`src/rtl/srde_pkg.sv`:
```
`default_nettype none

package srde_pkg;

    localparam int MAX_BASE_DEF    = 16;
    localparam int VALUE_WIDTH_DEF = 32;

    localparam int CFG_DATA_W = 64;
    localparam int CFG_IDX_W  = 2;
    localparam int RADIX_W    = 5;
    localparam int SYM_W      = 8;
    localparam int NUM_SYMS   = 16;
    localparam int ALPHA_W    = NUM_SYMS * SYM_W;
    localparam int CHUNK_W    = 8;
    localparam int QUEUE_DEPTH = 2;

    localparam logic [CFG_IDX_W-1:0] CFG_ALPHA_LOW  = 2'd0;
    localparam logic [CFG_IDX_W-1:0] CFG_ALPHA_HIGH = 2'd1;
    localparam logic [CFG_IDX_W-1:0] CFG_RADIX      = 2'd2;

    localparam logic [SYM_W-1:0]   SIGN_CHAR = 8'h2D;
    localparam logic [SYM_W-1:0]   PLUS_CHAR = 8'h2B;
    localparam logic [RADIX_W-1:0] MIN_RADIX = 5'd2;

    typedef struct packed {
        logic [ALPHA_W-1:0] alphabet;
        logic [RADIX_W-1:0] radix;
    } cfg_t;

    // radix is already capped at the max base
    function automatic logic alphabet_ok(input logic [ALPHA_W-1:0] alph,
                                         input logic [RADIX_W-1:0] r);
        logic             ok;
        logic [SYM_W-1:0] si;
        ok = (r >= MIN_RADIX);
        for (int i = 0; i < NUM_SYMS; i++)
        begin
            si = alph[i*SYM_W +: SYM_W];
            if (RADIX_W'(i) < r)
            begin
                if (si == '0 || si == SIGN_CHAR || si == PLUS_CHAR)
                    ok = 1'b0;
                for (int j = i + 1; j < NUM_SYMS; j++)
                begin
                    if (RADIX_W'(j) < r && alph[j*SYM_W +: SYM_W] == si)
                        ok = 1'b0;
                end
            end
        end
        return ok;
    endfunction

endpackage

`default_nettype wire

```
`src/rtl/signed_radix_digit_emitter_unit.sv`:
```
// Signed integer to radix string converter.
// Input channel: value with value_valid / value_stall; an item is taken when
// value_valid is high and value_stall is low. Output channel: one character per
// item on symbol / last with symbol_valid / symbol_stall; last marks the final
// character of a value's run. A negative value starts with '-'.
// Config: cfg_we / cfg_index / cfg_data write alphabet_low (0), alphabet_high (1)
// and radix (2); write only while the block is idle. A bad alphabet drops items.
// Items pass through a two-entry queue to a sequential converter. The converter
// takes one item at a time: digits come from a shared restoring divider that
// handles 8 dividend bits per cycle, then a sign slot loads the '-' of a
// negative value, and the digits go out one per cycle while the output does
// not stall.
// Reset clears the config registers, the queue and the converter; the digit
// store is not cleared. A stall on the output holds the character in the
// output register; the queue keeps taking items until it fills.
`default_nettype none

module signed_radix_digit_emitter_unit #(
    parameter int MAX_BASE    = srde_pkg::MAX_BASE_DEF,
    parameter int VALUE_WIDTH = srde_pkg::VALUE_WIDTH_DEF
) (
    input  wire logic                              clk,
    input  wire logic                              rst_n,
    input  wire logic                              cfg_we,
    input  wire logic [srde_pkg::CFG_IDX_W-1:0]    cfg_index,
    input  wire logic [srde_pkg::CFG_DATA_W-1:0]   cfg_data,
    input  wire logic                              value_valid,
    output logic                                   value_stall,
    input  wire logic [VALUE_WIDTH-1:0]            value,
    output logic                                   symbol_valid,
    input  wire logic                              symbol_stall,
    output logic [srde_pkg::SYM_W-1:0]             symbol,
    output logic                                   last
);

    localparam int RADIX_W = srde_pkg::RADIX_W;

    logic [srde_pkg::CFG_DATA_W-1:0] alpha_low_reg, alpha_low_next;
    logic [srde_pkg::CFG_DATA_W-1:0] alpha_high_reg, alpha_high_next;
    logic [RADIX_W-1:0]              radix_reg, radix_next;

    srde_pkg::cfg_t     cfg;
    logic               q_full, q_empty, q_push, q_pop;
    logic [VALUE_WIDTH:0] q_in, q_out;

    always_comb
    begin
        alpha_low_next  = alpha_low_reg;
        alpha_high_next = alpha_high_reg;
        radix_next      = radix_reg;
        if (cfg_we)
        begin
            case (cfg_index)
                srde_pkg::CFG_ALPHA_LOW:  alpha_low_next  = cfg_data;
                srde_pkg::CFG_ALPHA_HIGH: alpha_high_next = cfg_data;
                srde_pkg::CFG_RADIX:      radix_next      = cfg_data[RADIX_W-1:0];
                default:                  ;
            endcase
        end
    end

    always_ff @(posedge clk or negedge rst_n)
    begin
        if (!rst_n)
        begin
            alpha_low_reg  <= '0;
            alpha_high_reg <= '0;
            radix_reg      <= '0;
        end
        else
        begin
            alpha_low_reg  <= alpha_low_next;
            alpha_high_reg <= alpha_high_next;
            radix_reg      <= radix_next;
        end
    end

    always_comb
    begin
        cfg.alphabet = {alpha_high_reg, alpha_low_reg};
        cfg.radix    = (radix_reg > RADIX_W'(MAX_BASE)) ? RADIX_W'(MAX_BASE) : radix_reg;
    end

    srde_front #(
        .VALUE_WIDTH (VALUE_WIDTH)
    ) u_front (
        .value_valid (value_valid),
        .value_stall (value_stall),
        .value       (value),
        .cfg         (cfg),
        .q_full      (q_full),
        .q_push      (q_push),
        .q_data      (q_in)
    );

    srde_queue #(
        .WIDTH (VALUE_WIDTH + 1),
        .DEPTH (srde_pkg::QUEUE_DEPTH)
    ) u_queue (
        .clk       (clk),
        .rst_n     (rst_n),
        .push      (q_push),
        .push_data (q_in),
        .pop       (q_pop),
        .pop_data  (q_out),
        .full      (q_full),
        .empty     (q_empty)
    );

    srde_back #(
        .VALUE_WIDTH (VALUE_WIDTH),
        .MAX_BASE    (MAX_BASE)
    ) u_back (
        .clk          (clk),
        .rst_n        (rst_n),
        .cfg          (cfg),
        .q_empty      (q_empty),
        .q_data       (q_out),
        .q_pop        (q_pop),
        .symbol_valid (symbol_valid),
        .symbol_stall (symbol_stall),
        .symbol       (symbol),
        .last         (last)
    );

endmodule

`default_nettype wire

```
`src/rtl/srde_front.sv`:
```
`default_nettype none

module srde_front #(
    parameter int VALUE_WIDTH = srde_pkg::VALUE_WIDTH_DEF
) (
    input  wire logic                   value_valid,
    output logic                        value_stall,
    input  wire logic [VALUE_WIDTH-1:0] value,
    input  wire srde_pkg::cfg_t         cfg,
    input  wire logic                   q_full,
    output logic                        q_push,
    output logic [VALUE_WIDTH:0]        q_data
);

    logic                   neg;
    logic [VALUE_WIDTH-1:0] mag;
    logic                   ok;

    always_comb
    begin
        neg = value[VALUE_WIDTH-1];
        mag = neg ? (~value + VALUE_WIDTH'(1)) : value;
        ok  = srde_pkg::alphabet_ok(cfg.alphabet, cfg.radix);
    end

    // items under a bad alphabet are taken and dropped
    assign value_stall = q_full;
    assign q_push      = value_valid && !q_full && ok;
    assign q_data      = {neg, mag};

endmodule

`default_nettype wire

```
`src/rtl/srde_queue.sv`:
```
`default_nettype none

module srde_queue #(
    parameter int WIDTH = srde_pkg::VALUE_WIDTH_DEF + 1,
    parameter int DEPTH = srde_pkg::QUEUE_DEPTH
) (
    input  wire logic             clk,
    input  wire logic             rst_n,
    input  wire logic             push,
    input  wire logic [WIDTH-1:0] push_data,
    input  wire logic             pop,
    output logic [WIDTH-1:0]      pop_data,
    output logic                  full,
    output logic                  empty
);

    localparam int PTR_W = (DEPTH > 1) ? $clog2(DEPTH) : 1;
    localparam int CNT_W = $clog2(DEPTH + 1);

    logic [WIDTH-1:0] mem [DEPTH];
    logic [PTR_W-1:0] wr_ptr_reg, wr_ptr_next;
    logic [PTR_W-1:0] rd_ptr_reg, rd_ptr_next;
    logic [CNT_W-1:0] count_reg, count_next;

    assign full     = (count_reg == CNT_W'(DEPTH));
    assign empty    = (count_reg == '0);
    assign pop_data = mem[rd_ptr_reg];

    always_comb
    begin
        wr_ptr_next = push ? wr_ptr_reg + PTR_W'(1) : wr_ptr_reg;
        rd_ptr_next = pop ? rd_ptr_reg + PTR_W'(1) : rd_ptr_reg;
        count_next  = count_reg;
        if (push && !pop)
            count_next = count_reg + CNT_W'(1);
        else if (pop && !push)
            count_next = count_reg - CNT_W'(1);
    end

    always_ff @(posedge clk)
    begin
        if (push)
            mem[wr_ptr_reg] <= push_data;
    end

    always_ff @(posedge clk or negedge rst_n)
    begin
        if (!rst_n)
        begin
            wr_ptr_reg <= '0;
            rd_ptr_reg <= '0;
            count_reg  <= '0;
        end
        else
        begin
            wr_ptr_reg <= wr_ptr_next;
            rd_ptr_reg <= rd_ptr_next;
            count_reg  <= count_next;
        end
    end

endmodule

`default_nettype wire

```
`src/rtl/srde_back.sv`:
```
`default_nettype none

module srde_back #(
    parameter int VALUE_WIDTH = srde_pkg::VALUE_WIDTH_DEF,
    parameter int MAX_BASE    = srde_pkg::MAX_BASE_DEF
) (
    input  wire logic                      clk,
    input  wire logic                      rst_n,
    input  wire srde_pkg::cfg_t            cfg,
    input  wire logic                      q_empty,
    input  wire logic [VALUE_WIDTH:0]      q_data,
    output logic                           q_pop,
    output logic                           symbol_valid,
    input  wire logic                      symbol_stall,
    output logic [srde_pkg::SYM_W-1:0]     symbol,
    output logic                           last
);

    localparam int DIG_W   = $clog2(MAX_BASE);
    localparam int IDX_W   = $clog2(VALUE_WIDTH);
    localparam int CNT_W   = $clog2(VALUE_WIDTH + 1);
    localparam int CHUNK_W = srde_pkg::CHUNK_W;
    localparam int STEPS   = (VALUE_WIDTH + CHUNK_W - 1) / CHUNK_W;
    localparam int STEP_W  = (STEPS > 1) ? $clog2(STEPS) : 1;
    localparam int PAD_W   = STEPS * CHUNK_W;
    localparam int RADIX_W = srde_pkg::RADIX_W;
    localparam int SYM_W   = srde_pkg::SYM_W;

    localparam logic [1:0] ST_IDLE = 2'd0;
    localparam logic [1:0] ST_DIV  = 2'd1;
    localparam logic [1:0] ST_SIGN = 2'd2;
    localparam logic [1:0] ST_EMIT = 2'd3;

    logic [1:0]        state_reg, state_next;
    logic [PAD_W-1:0]  quot_reg, quot_next;
    logic [DIG_W-1:0]  rem_reg, rem_next;
    logic [STEP_W-1:0] step_reg, step_next;
    logic [CNT_W-1:0]  cnt_reg, cnt_next;
    logic              neg_reg, neg_next;
    logic              out_valid_reg, out_valid_next;
    logic [SYM_W-1:0]  symbol_reg, symbol_next;
    logic              last_reg, last_next;
    logic [DIG_W-1:0]  rd_data_reg;

    logic [DIG_W-1:0]   digit_store [VALUE_WIDTH];
    logic               store_we;
    logic [IDX_W-1:0]   rd_idx;
    logic [CNT_W-1:0]   cnt_dec;

    logic [CHUNK_W-1:0] chunk;
    logic [CHUNK_W-1:0] qbits;
    logic [RADIX_W-1:0] trial;
    logic [DIG_W-1:0]   rem_calc;
    logic [PAD_W-1:0]   quot_shift;
    logic               digit_done;
    logic               out_free;
    logic [SYM_W-1:0]   digit_sym;

    // restoring division, one chunk of the dividend per cycle
    always_comb
    begin
        chunk    = quot_reg[PAD_W-1 -: CHUNK_W];
        rem_calc = rem_reg;
        trial    = '0;
        qbits    = '0;
        for (int b = CHUNK_W - 1; b >= 0; b--)
        begin
            trial = RADIX_W'({rem_calc, chunk[b]});
            if (trial >= cfg.radix)
            begin
                trial    = trial - cfg.radix;
                qbits[b] = 1'b1;
            end
            rem_calc = trial[DIG_W-1:0];
        end
        quot_shift = (quot_reg << CHUNK_W) | PAD_W'(qbits);
    end

    assign digit_done = (state_reg == ST_DIV) && (step_reg == STEP_W'(STEPS - 1));
    assign store_we   = digit_done;
    assign out_free   = !out_valid_reg || !symbol_stall;
    assign q_pop      = (state_reg == ST_IDLE) && !q_empty;
    assign digit_sym  = cfg.alphabet[{rd_data_reg, 3'b000} +: SYM_W];

    always_comb
    begin
        state_next     = state_reg;
        quot_next      = quot_reg;
        rem_next       = rem_reg;
        step_next      = step_reg;
        cnt_next       = cnt_reg;
        neg_next       = neg_reg;
        symbol_next    = symbol_reg;
        last_next      = last_reg;
        out_valid_next = out_valid_reg && symbol_stall;

        case (state_reg)
            ST_IDLE:
            begin
                if (!q_empty)
                begin
                    quot_next  = PAD_W'(q_data[VALUE_WIDTH-1:0]);
                    neg_next   = q_data[VALUE_WIDTH];
                    rem_next   = '0;
                    step_next  = '0;
                    cnt_next   = '0;
                    state_next = ST_DIV;
                end
            end
            ST_DIV:
            begin
                quot_next = quot_shift;
                if (digit_done)
                begin
                    cnt_next  = cnt_reg + CNT_W'(1);
                    rem_next  = '0;
                    step_next = '0;
                    if (quot_shift == '0 || cnt_next == CNT_W'(VALUE_WIDTH))
                        state_next = ST_SIGN;
                end
                else
                begin
                    rem_next  = rem_calc;
                    step_next = step_reg + STEP_W'(1);
                end
            end
            ST_SIGN:
            begin
                if (!neg_reg)
                    state_next = ST_EMIT;
                else if (out_free)
                begin
                    out_valid_next = 1'b1;
                    symbol_next    = srde_pkg::SIGN_CHAR;
                    last_next      = 1'b0;
                    state_next     = ST_EMIT;
                end
            end
            ST_EMIT:
            begin
                if (out_free)
                begin
                    out_valid_next = 1'b1;
                    symbol_next    = digit_sym;
                    last_next      = (cnt_reg == CNT_W'(1));
                    cnt_next       = cnt_reg - CNT_W'(1);
                    if (cnt_reg == CNT_W'(1))
                        state_next = ST_IDLE;
                end
            end
            default:
            begin
                state_next = ST_IDLE;
            end
        endcase
    end

    // read address follows the next count so the registered read data matches the current count
    assign cnt_dec = cnt_next - CNT_W'(1);
    assign rd_idx  = (cnt_next == '0) ? '0 : cnt_dec[IDX_W-1:0];

    always_ff @(posedge clk)
    begin
        if (store_we)
            digit_store[cnt_reg[IDX_W-1:0]] <= rem_calc;
        rd_data_reg <= digit_store[rd_idx];
    end

    always_ff @(posedge clk)
    begin
        quot_reg   <= quot_next;
        rem_reg    <= rem_next;
        symbol_reg <= symbol_next;
        last_reg   <= last_next;
        neg_reg    <= neg_next;
    end

    always_ff @(posedge clk or negedge rst_n)
    begin
        if (!rst_n)
        begin
            state_reg     <= ST_IDLE;
            step_reg      <= '0;
            cnt_reg       <= '0;
            out_valid_reg <= 1'b0;
        end
        else
        begin
            state_reg     <= state_next;
            step_reg      <= step_next;
            cnt_reg       <= cnt_next;
            out_valid_reg <= out_valid_next;
        end
    end

    assign symbol_valid = out_valid_reg;
    assign symbol       = symbol_reg;
    assign last         = last_reg;

endmodule

`default_nettype wire

```
`config.mk`:
```
export PLATFORM = sky130hd
export DESIGN_NAME = signed_radix_digit_emitter_unit
export DESIGN_NICKNAME = d
export VERILOG_FILES = /design/src/rtl/srde_pkg.sv /design/src/rtl/signed_radix_digit_emitter_unit.sv /design/src/rtl/srde_front.sv /design/src/rtl/srde_queue.sv /design/src/rtl/srde_back.sv
export SDC_FILE = /design/constraint.sdc
export NUM_CORES = 1
export LEC_CHECK = 0
export BUFFER_PORTS_ARGS = -buffer_cell sky130_fd_sc_hd__buf_2
export CORE_AREA = 8 8 240 288
export CTS_CLUSTER_DIAMETER = 60
export DETAILED_ROUTE_END_ITERATION = 8
export DIE_AREA = 0 0 248 296
export PLACE_DENSITY_LB_ADDON = 0.25
export SYNTH_ARGS = -nofsm -noshare
export SYNTH_HDL_FRONTEND = slang
export SYNTH_SLANG_ARGS = --single-unit
```
`constraint.sdc`:
```
create_clock -name clk -period 35.8 [get_ports clk]
set_input_delay 7.16 -clock clk [delete_from_list [all_inputs] [get_ports clk]]
set_output_delay 7.16 -clock clk [all_outputs]
set_load 0.02 [all_outputs]
```
# ---- Word level (Yosys, flattened, before mapping)
# Memory sizes are Yosys's and may differ from the RTL's. A register that Yosys moved wholly into a read port is not among the register bits.
# Index checks and enable logic that the tools add are counted.
# Widths: inputs -> output; s select.
dict set report op_classes {
  n_reduce_logical 198
  addsub 17
  mux 208
  shifts 1
  n_eq_ne 169
  order_cmp 26
  bitwise_logic 3
}
# operator count
set ops {}
lappend ops {{$eq 8x8->1} 120}
lappend ops {{$eq 8x6->1 const B} 32}
lappend ops {{$mux 1} 169}
lappend ops {{$logic_not 8->1} 16}
lappend ops {{$shiftx 128x8->8} 1}
lappend ops {{$logic_and 1x1->1} 127}
lappend ops {{$mux 32} 2}
lappend ops {{$pmux 32 s2} 1}
lappend ops {{$ge 5x5->1} 8}
lappend ops {{$lt 4x5->1 const A} 8}
lappend ops {{$mux 4} 10}
lappend ops {{$logic_or 1x1->1} 34}
lappend ops {{$add 32x1->32 const B} 1}
lappend ops {{$logic_not 32->1} 1}
lappend ops {{$not 32->32} 1}
lappend ops {{$or 32x8->32} 1}
lappend ops {{$sub 4x4->4} 8}
lappend ops {{$mux 8} 3}
lappend ops {{$mux 2} 11}
lappend ops {{$lt 3x5->1 const A} 4}
lappend ops {{$mux 6} 3}
lappend ops {{$pmux 6 s3} 1}
lappend ops {{$pmux 8 s2} 1}
lappend ops {{$eq 2x2->1 const B} 5}
lappend ops {{other kinds (29)} 54}
dict set report word_totals {
  output_inout_bits 11
  ramBits 194
  in_bits 103
  register_bits 194
  memories 2
  elab_cells 639
}
# memory words width read_ports rd_ports_with_merged_regs wr line
set memory_table {}
lappend memory_table {u_back.digit_store 32 4 1 1 1 srde_back.sv:45} ;# logic [DIG_W-1:0] digit_store [VALUE_WIDTH];
lappend memory_table {u_queue.mem 2 33 1 0 1 srde_queue.sv:20} ;# logic [WIDTH-1:0] mem [DEPTH];

# ---- Depth between registers and ports, before layout
dict set report logic_depth {
  depth_word 160
  mapped_depth 68
  depth_no_buf 62
}

# ---- Cells and area by module
# Synthesis repeated with hierarchy kept, for this count alone.
dict set report hier_totals {
  hier_cells 3160
  area_unflattened_um2 32776.4
}
# module area_per_inst_um2 seq_area_each_um2 instances cells_per_inst
set modules_own_cells {}
lappend modules_own_cells {srde_front 13351.6 0.0 1 1832}
lappend modules_own_cells {srde_back 11315.9 5580.4 1 921}
lappend modules_own_cells {signed_radix_digit_emitter_unit 5388.9 3328.2 1 288}
lappend modules_own_cells {srde_queue 2720.1 2082.0 1 119}

# ---- Worst setup path after synthesis
# Ideal clock, no wire load.
dict set report synth_timing {
  kind {register -> register}
  start {register radix_reg[4]}
  end {memory u_back.digit_store[0][1] (netlist bit), data pin}
  setup_time_ns 0.390
  required_time_ns 35.410
  period_less_slack_ns 13.625
  setup_slack_ns 22.175
  n_path_buf 6
  stages_incl_launch_ff 66
  t_arrival_ns 13.235
  path_cell_list {dfrtp_1 -> inv_1 -> clkbuf_1 -> nand2_1 -> ha_1 -> nor2b_1 -> o21ai_0 -> nand3b_1 -> a21o_1 -> a21o_1 -> clkbuf_1 -> mux2i_1 -> ha_1 -> a21o_1 -> a21o_1 -> a21o_1 -> a21oi_1 -> mux2i_1 -> [30 not listed] -> mux2i_1 -> ha_1 -> nor2b_1 -> o21ai_0 -> nand3b_1 -> a21o_1 -> a21o_1 -> clkbuf_1 -> o21ai_0 -> inv_1 -> ha_1 -> a21o_1 -> a21oi_1 -> a21boi_0 -> o21ai_0 -> nand2b_1 -> clkbuf_1 -> mux2i_1}
}
dict set report synth_via {
  elab_chain_len 18
  word_cells_on_any_way 26
  cone_classes {8 x add/sub; 9 x order compare; 9 x mux}
}
# element line
set synth_lines {}
lappend synth_lines {{from (decl)} signed_radix_digit_emitter_unit.sv:40} ;# logic [RADIX_W-1:0] radix_reg, radix_next;
lappend synth_lines {{from (signal assigned)} signed_radix_digit_emitter_unit.sv:74} ;# radix_reg <= radix_next;
lappend synth_lines {{$gt 5x5->1} signed_radix_digit_emitter_unit.sv:81} ;# cfg.radix = (radix_reg > RADIX_W'(MAX_BASE)) ? RADIX_W'(MAX_BASE) : radix_reg;
lappend synth_lines {{$mux 5 (*)} signed_radix_digit_emitter_unit.sv:81}
lappend synth_lines {{$sub 4x4->4 or $ge 5x5->1 (tied branches)} {srde_back.sv:71, srde_back.sv:69}}
lappend synth_lines {{$mux 4} srde_back.sv:69} ;# if (trial >= cfg.radix)
lappend synth_lines {{$sub 4x4->4 or $ge 5x5->1 (tied branches)} {srde_back.sv:71, srde_back.sv:69}}
lappend synth_lines {{$mux 4} srde_back.sv:69}
lappend synth_lines {{$sub 4x4->4 or $ge 5x5->1 (tied branches)} {srde_back.sv:71, srde_back.sv:69}}
lappend synth_lines {{$mux 4} srde_back.sv:69}
lappend synth_lines {{[3 not listed]} --}
lappend synth_lines {{$mux 4} srde_back.sv:69}
lappend synth_lines {{$sub 4x4->4 or $ge 5x5->1 (tied branches)} {srde_back.sv:71, srde_back.sv:69}}
lappend synth_lines {{$mux 4} srde_back.sv:69}
lappend synth_lines {{$ge 5x5->1 or $sub 4x4->4 (tied branches)} {srde_back.sv:69, srde_back.sv:71}}
lappend synth_lines {{$mux 4} srde_back.sv:69}
lappend synth_lines {{$sub 4x4->4 or $ge 5x5->1 (tied branches)} {srde_back.sv:71, srde_back.sv:69}}
lappend synth_lines {{$mux 4 (*)} srde_back.sv:69}
lappend synth_lines {{named net u_back.trial[1]} srde_back.sv:52} ;# logic [RADIX_W-1:0] trial;
lappend synth_lines {{to (decl)} srde_back.sv:45}
# The timed path passes the listed nets; every way through them passes the cells marked *.

# ---- Worst setup path after layout
dict set report layout_timing {
  start {register radix_reg[4]}
  end {memory u_back.digit_store[21][3] (netlist bit), data pin}
}
dict set report layout_via {
  elab_chain_len 18
  word_cells_on_any_way 26
  cone_classes {8 x add/sub; 9 x order compare; 9 x mux}
}
# element line
set layout_lines {}
lappend layout_lines {{$gt 5x5->1} signed_radix_digit_emitter_unit.sv:81}
lappend layout_lines {{$mux 5 (*)} signed_radix_digit_emitter_unit.sv:81}
lappend layout_lines {{$sub 4x4->4 or $ge 5x5->1 (tied branches)} {srde_back.sv:71, srde_back.sv:69}}
lappend layout_lines {{$mux 4} srde_back.sv:69}
lappend layout_lines {{$sub 4x4->4 or $ge 5x5->1 (tied branches)} {srde_back.sv:71, srde_back.sv:69}}
lappend layout_lines {{$mux 4} srde_back.sv:69}
lappend layout_lines {{$sub 4x4->4 or $ge 5x5->1 (tied branches)} {srde_back.sv:71, srde_back.sv:69}}
lappend layout_lines {{$mux 4} srde_back.sv:69}
lappend layout_lines {{[3 not listed]} --}
lappend layout_lines {{$mux 4} srde_back.sv:69}
lappend layout_lines {{$sub 4x4->4 or $ge 5x5->1 (tied branches)} {srde_back.sv:71, srde_back.sv:69}}
lappend layout_lines {{$mux 4} srde_back.sv:69}
lappend layout_lines {{$sub 4x4->4 or $ge 5x5->1 (tied branches)} {srde_back.sv:71, srde_back.sv:69}}
lappend layout_lines {{$mux 4} srde_back.sv:69}
lappend layout_lines {{$sub 4x4->4 or $ge 5x5->1 (tied branches)} {srde_back.sv:71, srde_back.sv:69}}
lappend layout_lines {{$mux 4 (*)} srde_back.sv:69}
lappend layout_lines {{named net u_back.trial[3]} srde_back.sv:52}
# Marked as above.

==> qor.txt <==
Hold WC Path Type -> register to register
Antenna-violating nets left -> 0
# hold bufs at CTS -> 0
Clk pin slew, worst setup/hold paths -> 0.06 ns
Vias -> 26,270
Fmax -> 0.06621 GHz
Hold path start -> u_back.step_reg[0]
Clock Latency Late Sink -> 0.59 ns
Post-synth ARST share -> 37.76%
Yosys reg bits -> 392
Vias in the first global route -> 26,080
Setup CP Type -> register to register
Initial antenna violation count -> 4
DR vias/cell -> 6.546
RSZ-0062 raised after global routing -> false
Gr usage total -> 30.46%
Final core occ -> 54.03%
Synth Flop Type -> edfxtp_1
Reg2Reg Launch Point -> radix_reg[4]
Worst Hold Path Cells -> 1
Die Y -> 296 µm
Syn Nets -> 3,336
First drt pass iteration count -> 6
CTS resizes -> 0
First-pass GRT wire length -> 169.4 mm
CTS tree -> yes
1st-iter DRT viols -> 3,021
Clock skew -> 0.02283 ns
Core area -> 0.06419 mm²
Area Growth Syn to Fin -> 8.649%
WL per Instance -> 28.48 µm
Final wirelength -> 114.3 mm
Final-report hold violation count -> 0
Die X -> 248 µm
CP endpoint kind -> register
Mean post-synth cell area -> 10.07 µm²
Die ar. -> 0.07341 mm²
Setup Buffers After CTS -> 0
Starting density of the core -> 49.73%
Port bufs -> 113
Most common cell in the netlist -> xor2_1
Slew at the pin closest to its max-slew limit -> 1.298 ns
CP most frequent cell -> a21o_1
Maximum clock insertion buffer count -> 3
Status -> completed
# fillers -> 5,598
Largest net degree at the start of global routing -> 92
Synthesized cell area -> 0.03193 mm²
Final Cycle Share -> 42.19%
Max-slew violations -> 0
Max stage delay on crit path -> 0.82 ns
CP arrival -> 15.34 ns
Register area share after synthesis -> 34.43%
EDFF count, synth -> 240
Synth cell types -> 89
Crit-path max FO -> 32
Dominant cell type by area after synthesis -> edfxtp_1
CTS Buf Count -> 44
FF-to-FF setup slack -> 20.70 ns
Num ports -> 114
TritonCTS Sinks -> 392
Most common library cells after synthesis -> xor2_1, xnor2_1, edfxtp_1
CTS H-tree depth -> 2
Min Tclk post-route -> 15.10 ns
Setup tns final -> 0 ns
Top cells by area, synth -> edfxtp_1, xor2_1, xnor2_1, dfrtp_1, mux2_2
Num rows -> 102
Synth Instances -> 3,171
Max-cap violation count -> 0
Hold Crit Endpoint -> u_back.step_reg[0]
Synth top area share -> 22.57%
Critical Path Source Type -> register
Critical-path top delay cell -> nand2_1
Max reg flops -> 128
DP Wirelength -> 73.36 mm
Yosys warnings -> 0
Crit Reg-Reg Endpoint -> u_back.digit_store[21][3]
Clock Tree Root -> clkbuf_16
Share of cells above drive strength 1 -> 17.94%
Crit path required time -> 36.04 ns
Reg2reg path depth -> 60
Setup violators final -> 0
Placer Congestion -> 1.019
Post-route DRC -> 0
GRT overflow -> 0
Max_slew headroom -> 13.47%
Nets@finish -> 3,309
## logic make-up after synthesis
family | count (synthesis) | share of synthesized area [%]
simple gates | 750 | 12.79
xor+xnor | 1027 | 28.17
mux | 250 | 10.02
compound gates | 303 | 6.710
fa+ha+maj | 62 | 2.618
flops | 392 | 34.43
buf+inv | 387 | 5.267
## critical path, delay by kind of cell, from the launching register on
kind                       cells  cell delay [ns]
AOI/OAI and AO/OA             29             5.71
adders and majority gates      8             2.66
buffers and inverters          3             0.73
DFF                            1             0.37
muxes                          6             2.21
and+or+nand+nor               14             3.02
## metrics by stage
| stage | cells | hold WS, ns | area, µm² | worst slack, ns |
|---|---|---|---|---|
| final | 4013 | 0.4999 | 34690 | 20.70 |
| after global routing | 4012 | 0.5253 | 34680 | 19.29 |
| after CTS | 4010 | 0.5016 | 34680 | 20.66 |
| after detailed placement | 3930 | 0.4933 | 33220 | 20.61 |
| after global placement | 3930 | 0.4790 | 33220 | 21.08 |
| after floorplan | 3171 | 0.4605 | 31930 | 22.18 |
## routing by layer
layer	wire, µm	GRT usage [%]
met4	7181	16.54
met3	13140	8.575
met2	50110	46.36
met1	43870	38.95
met5	0	0
## final cells by class
type	instances	area, µm²	share of cell area, %
clock inverter	17	221.5	0.6385
antenna	3	7.507	0.02164
clock buffer	63	1242	3.582
multi-input combinational	2392	19290	55.62
timing repair buffer	263	1698	4.895
sequential	392	10990	31.69
inverter	51	191.4	0.5519
tap	832	1041	3.001
## cell usage in the layout, fill, tap and decap left out, types with 6 or more instances in the layout
cell         n
xor2_1     587
xnor2_1    440
edfxtp_1   240
mux2_2     156
nor4_1     153
buf_4      150
dfrtp_1    147
nand2_1    126
nand4_1    117
buf_2      112
nand3_1    103
nor2_1      81
o21ai_0     68
nor3_1      63
mux2i_1     53
ha_1        53
inv_1       48
clkbuf_16   44
mux4_2      40
a21oi_1     36
o22ai_1     26
a31oi_1     22
or4_1       20
a21o_1      17
o31ai_1     16
nor2b_1     15
o41ai_1     15
nand2b_1    14
a211oi_1    13
or3_1       13
clkbuf_1    12
and2_1       9
fa_1         8
nand3b_1     7
o2111ai_1    7
o221ai_1     7
a221oi_1     7
clkbuf_8     7
a41oi_1      6
o211ai_1     6
## worst max-delay path by stage
stage                            start                         to  cells past startpoint
after CTS                 radix_reg[4]  u_back.digit_store[10][3]                     60
final                     radix_reg[4]  u_back.digit_store[21][3]                     60
after detailed placement  radix_reg[4]   u_back.digit_store[1][3]                     60
after floorplan           radix_reg[4]   u_back.digit_store[0][1]                     65
after global routing      radix_reg[4]  u_back.digit_store[30][3]                     60
after global placement    radix_reg[4]   u_back.digit_store[6][3]                     60
Power is left out: the tool's default activity adds up to more than one toggle a clock period on the data nets, which glitch-free logic cannot reach.
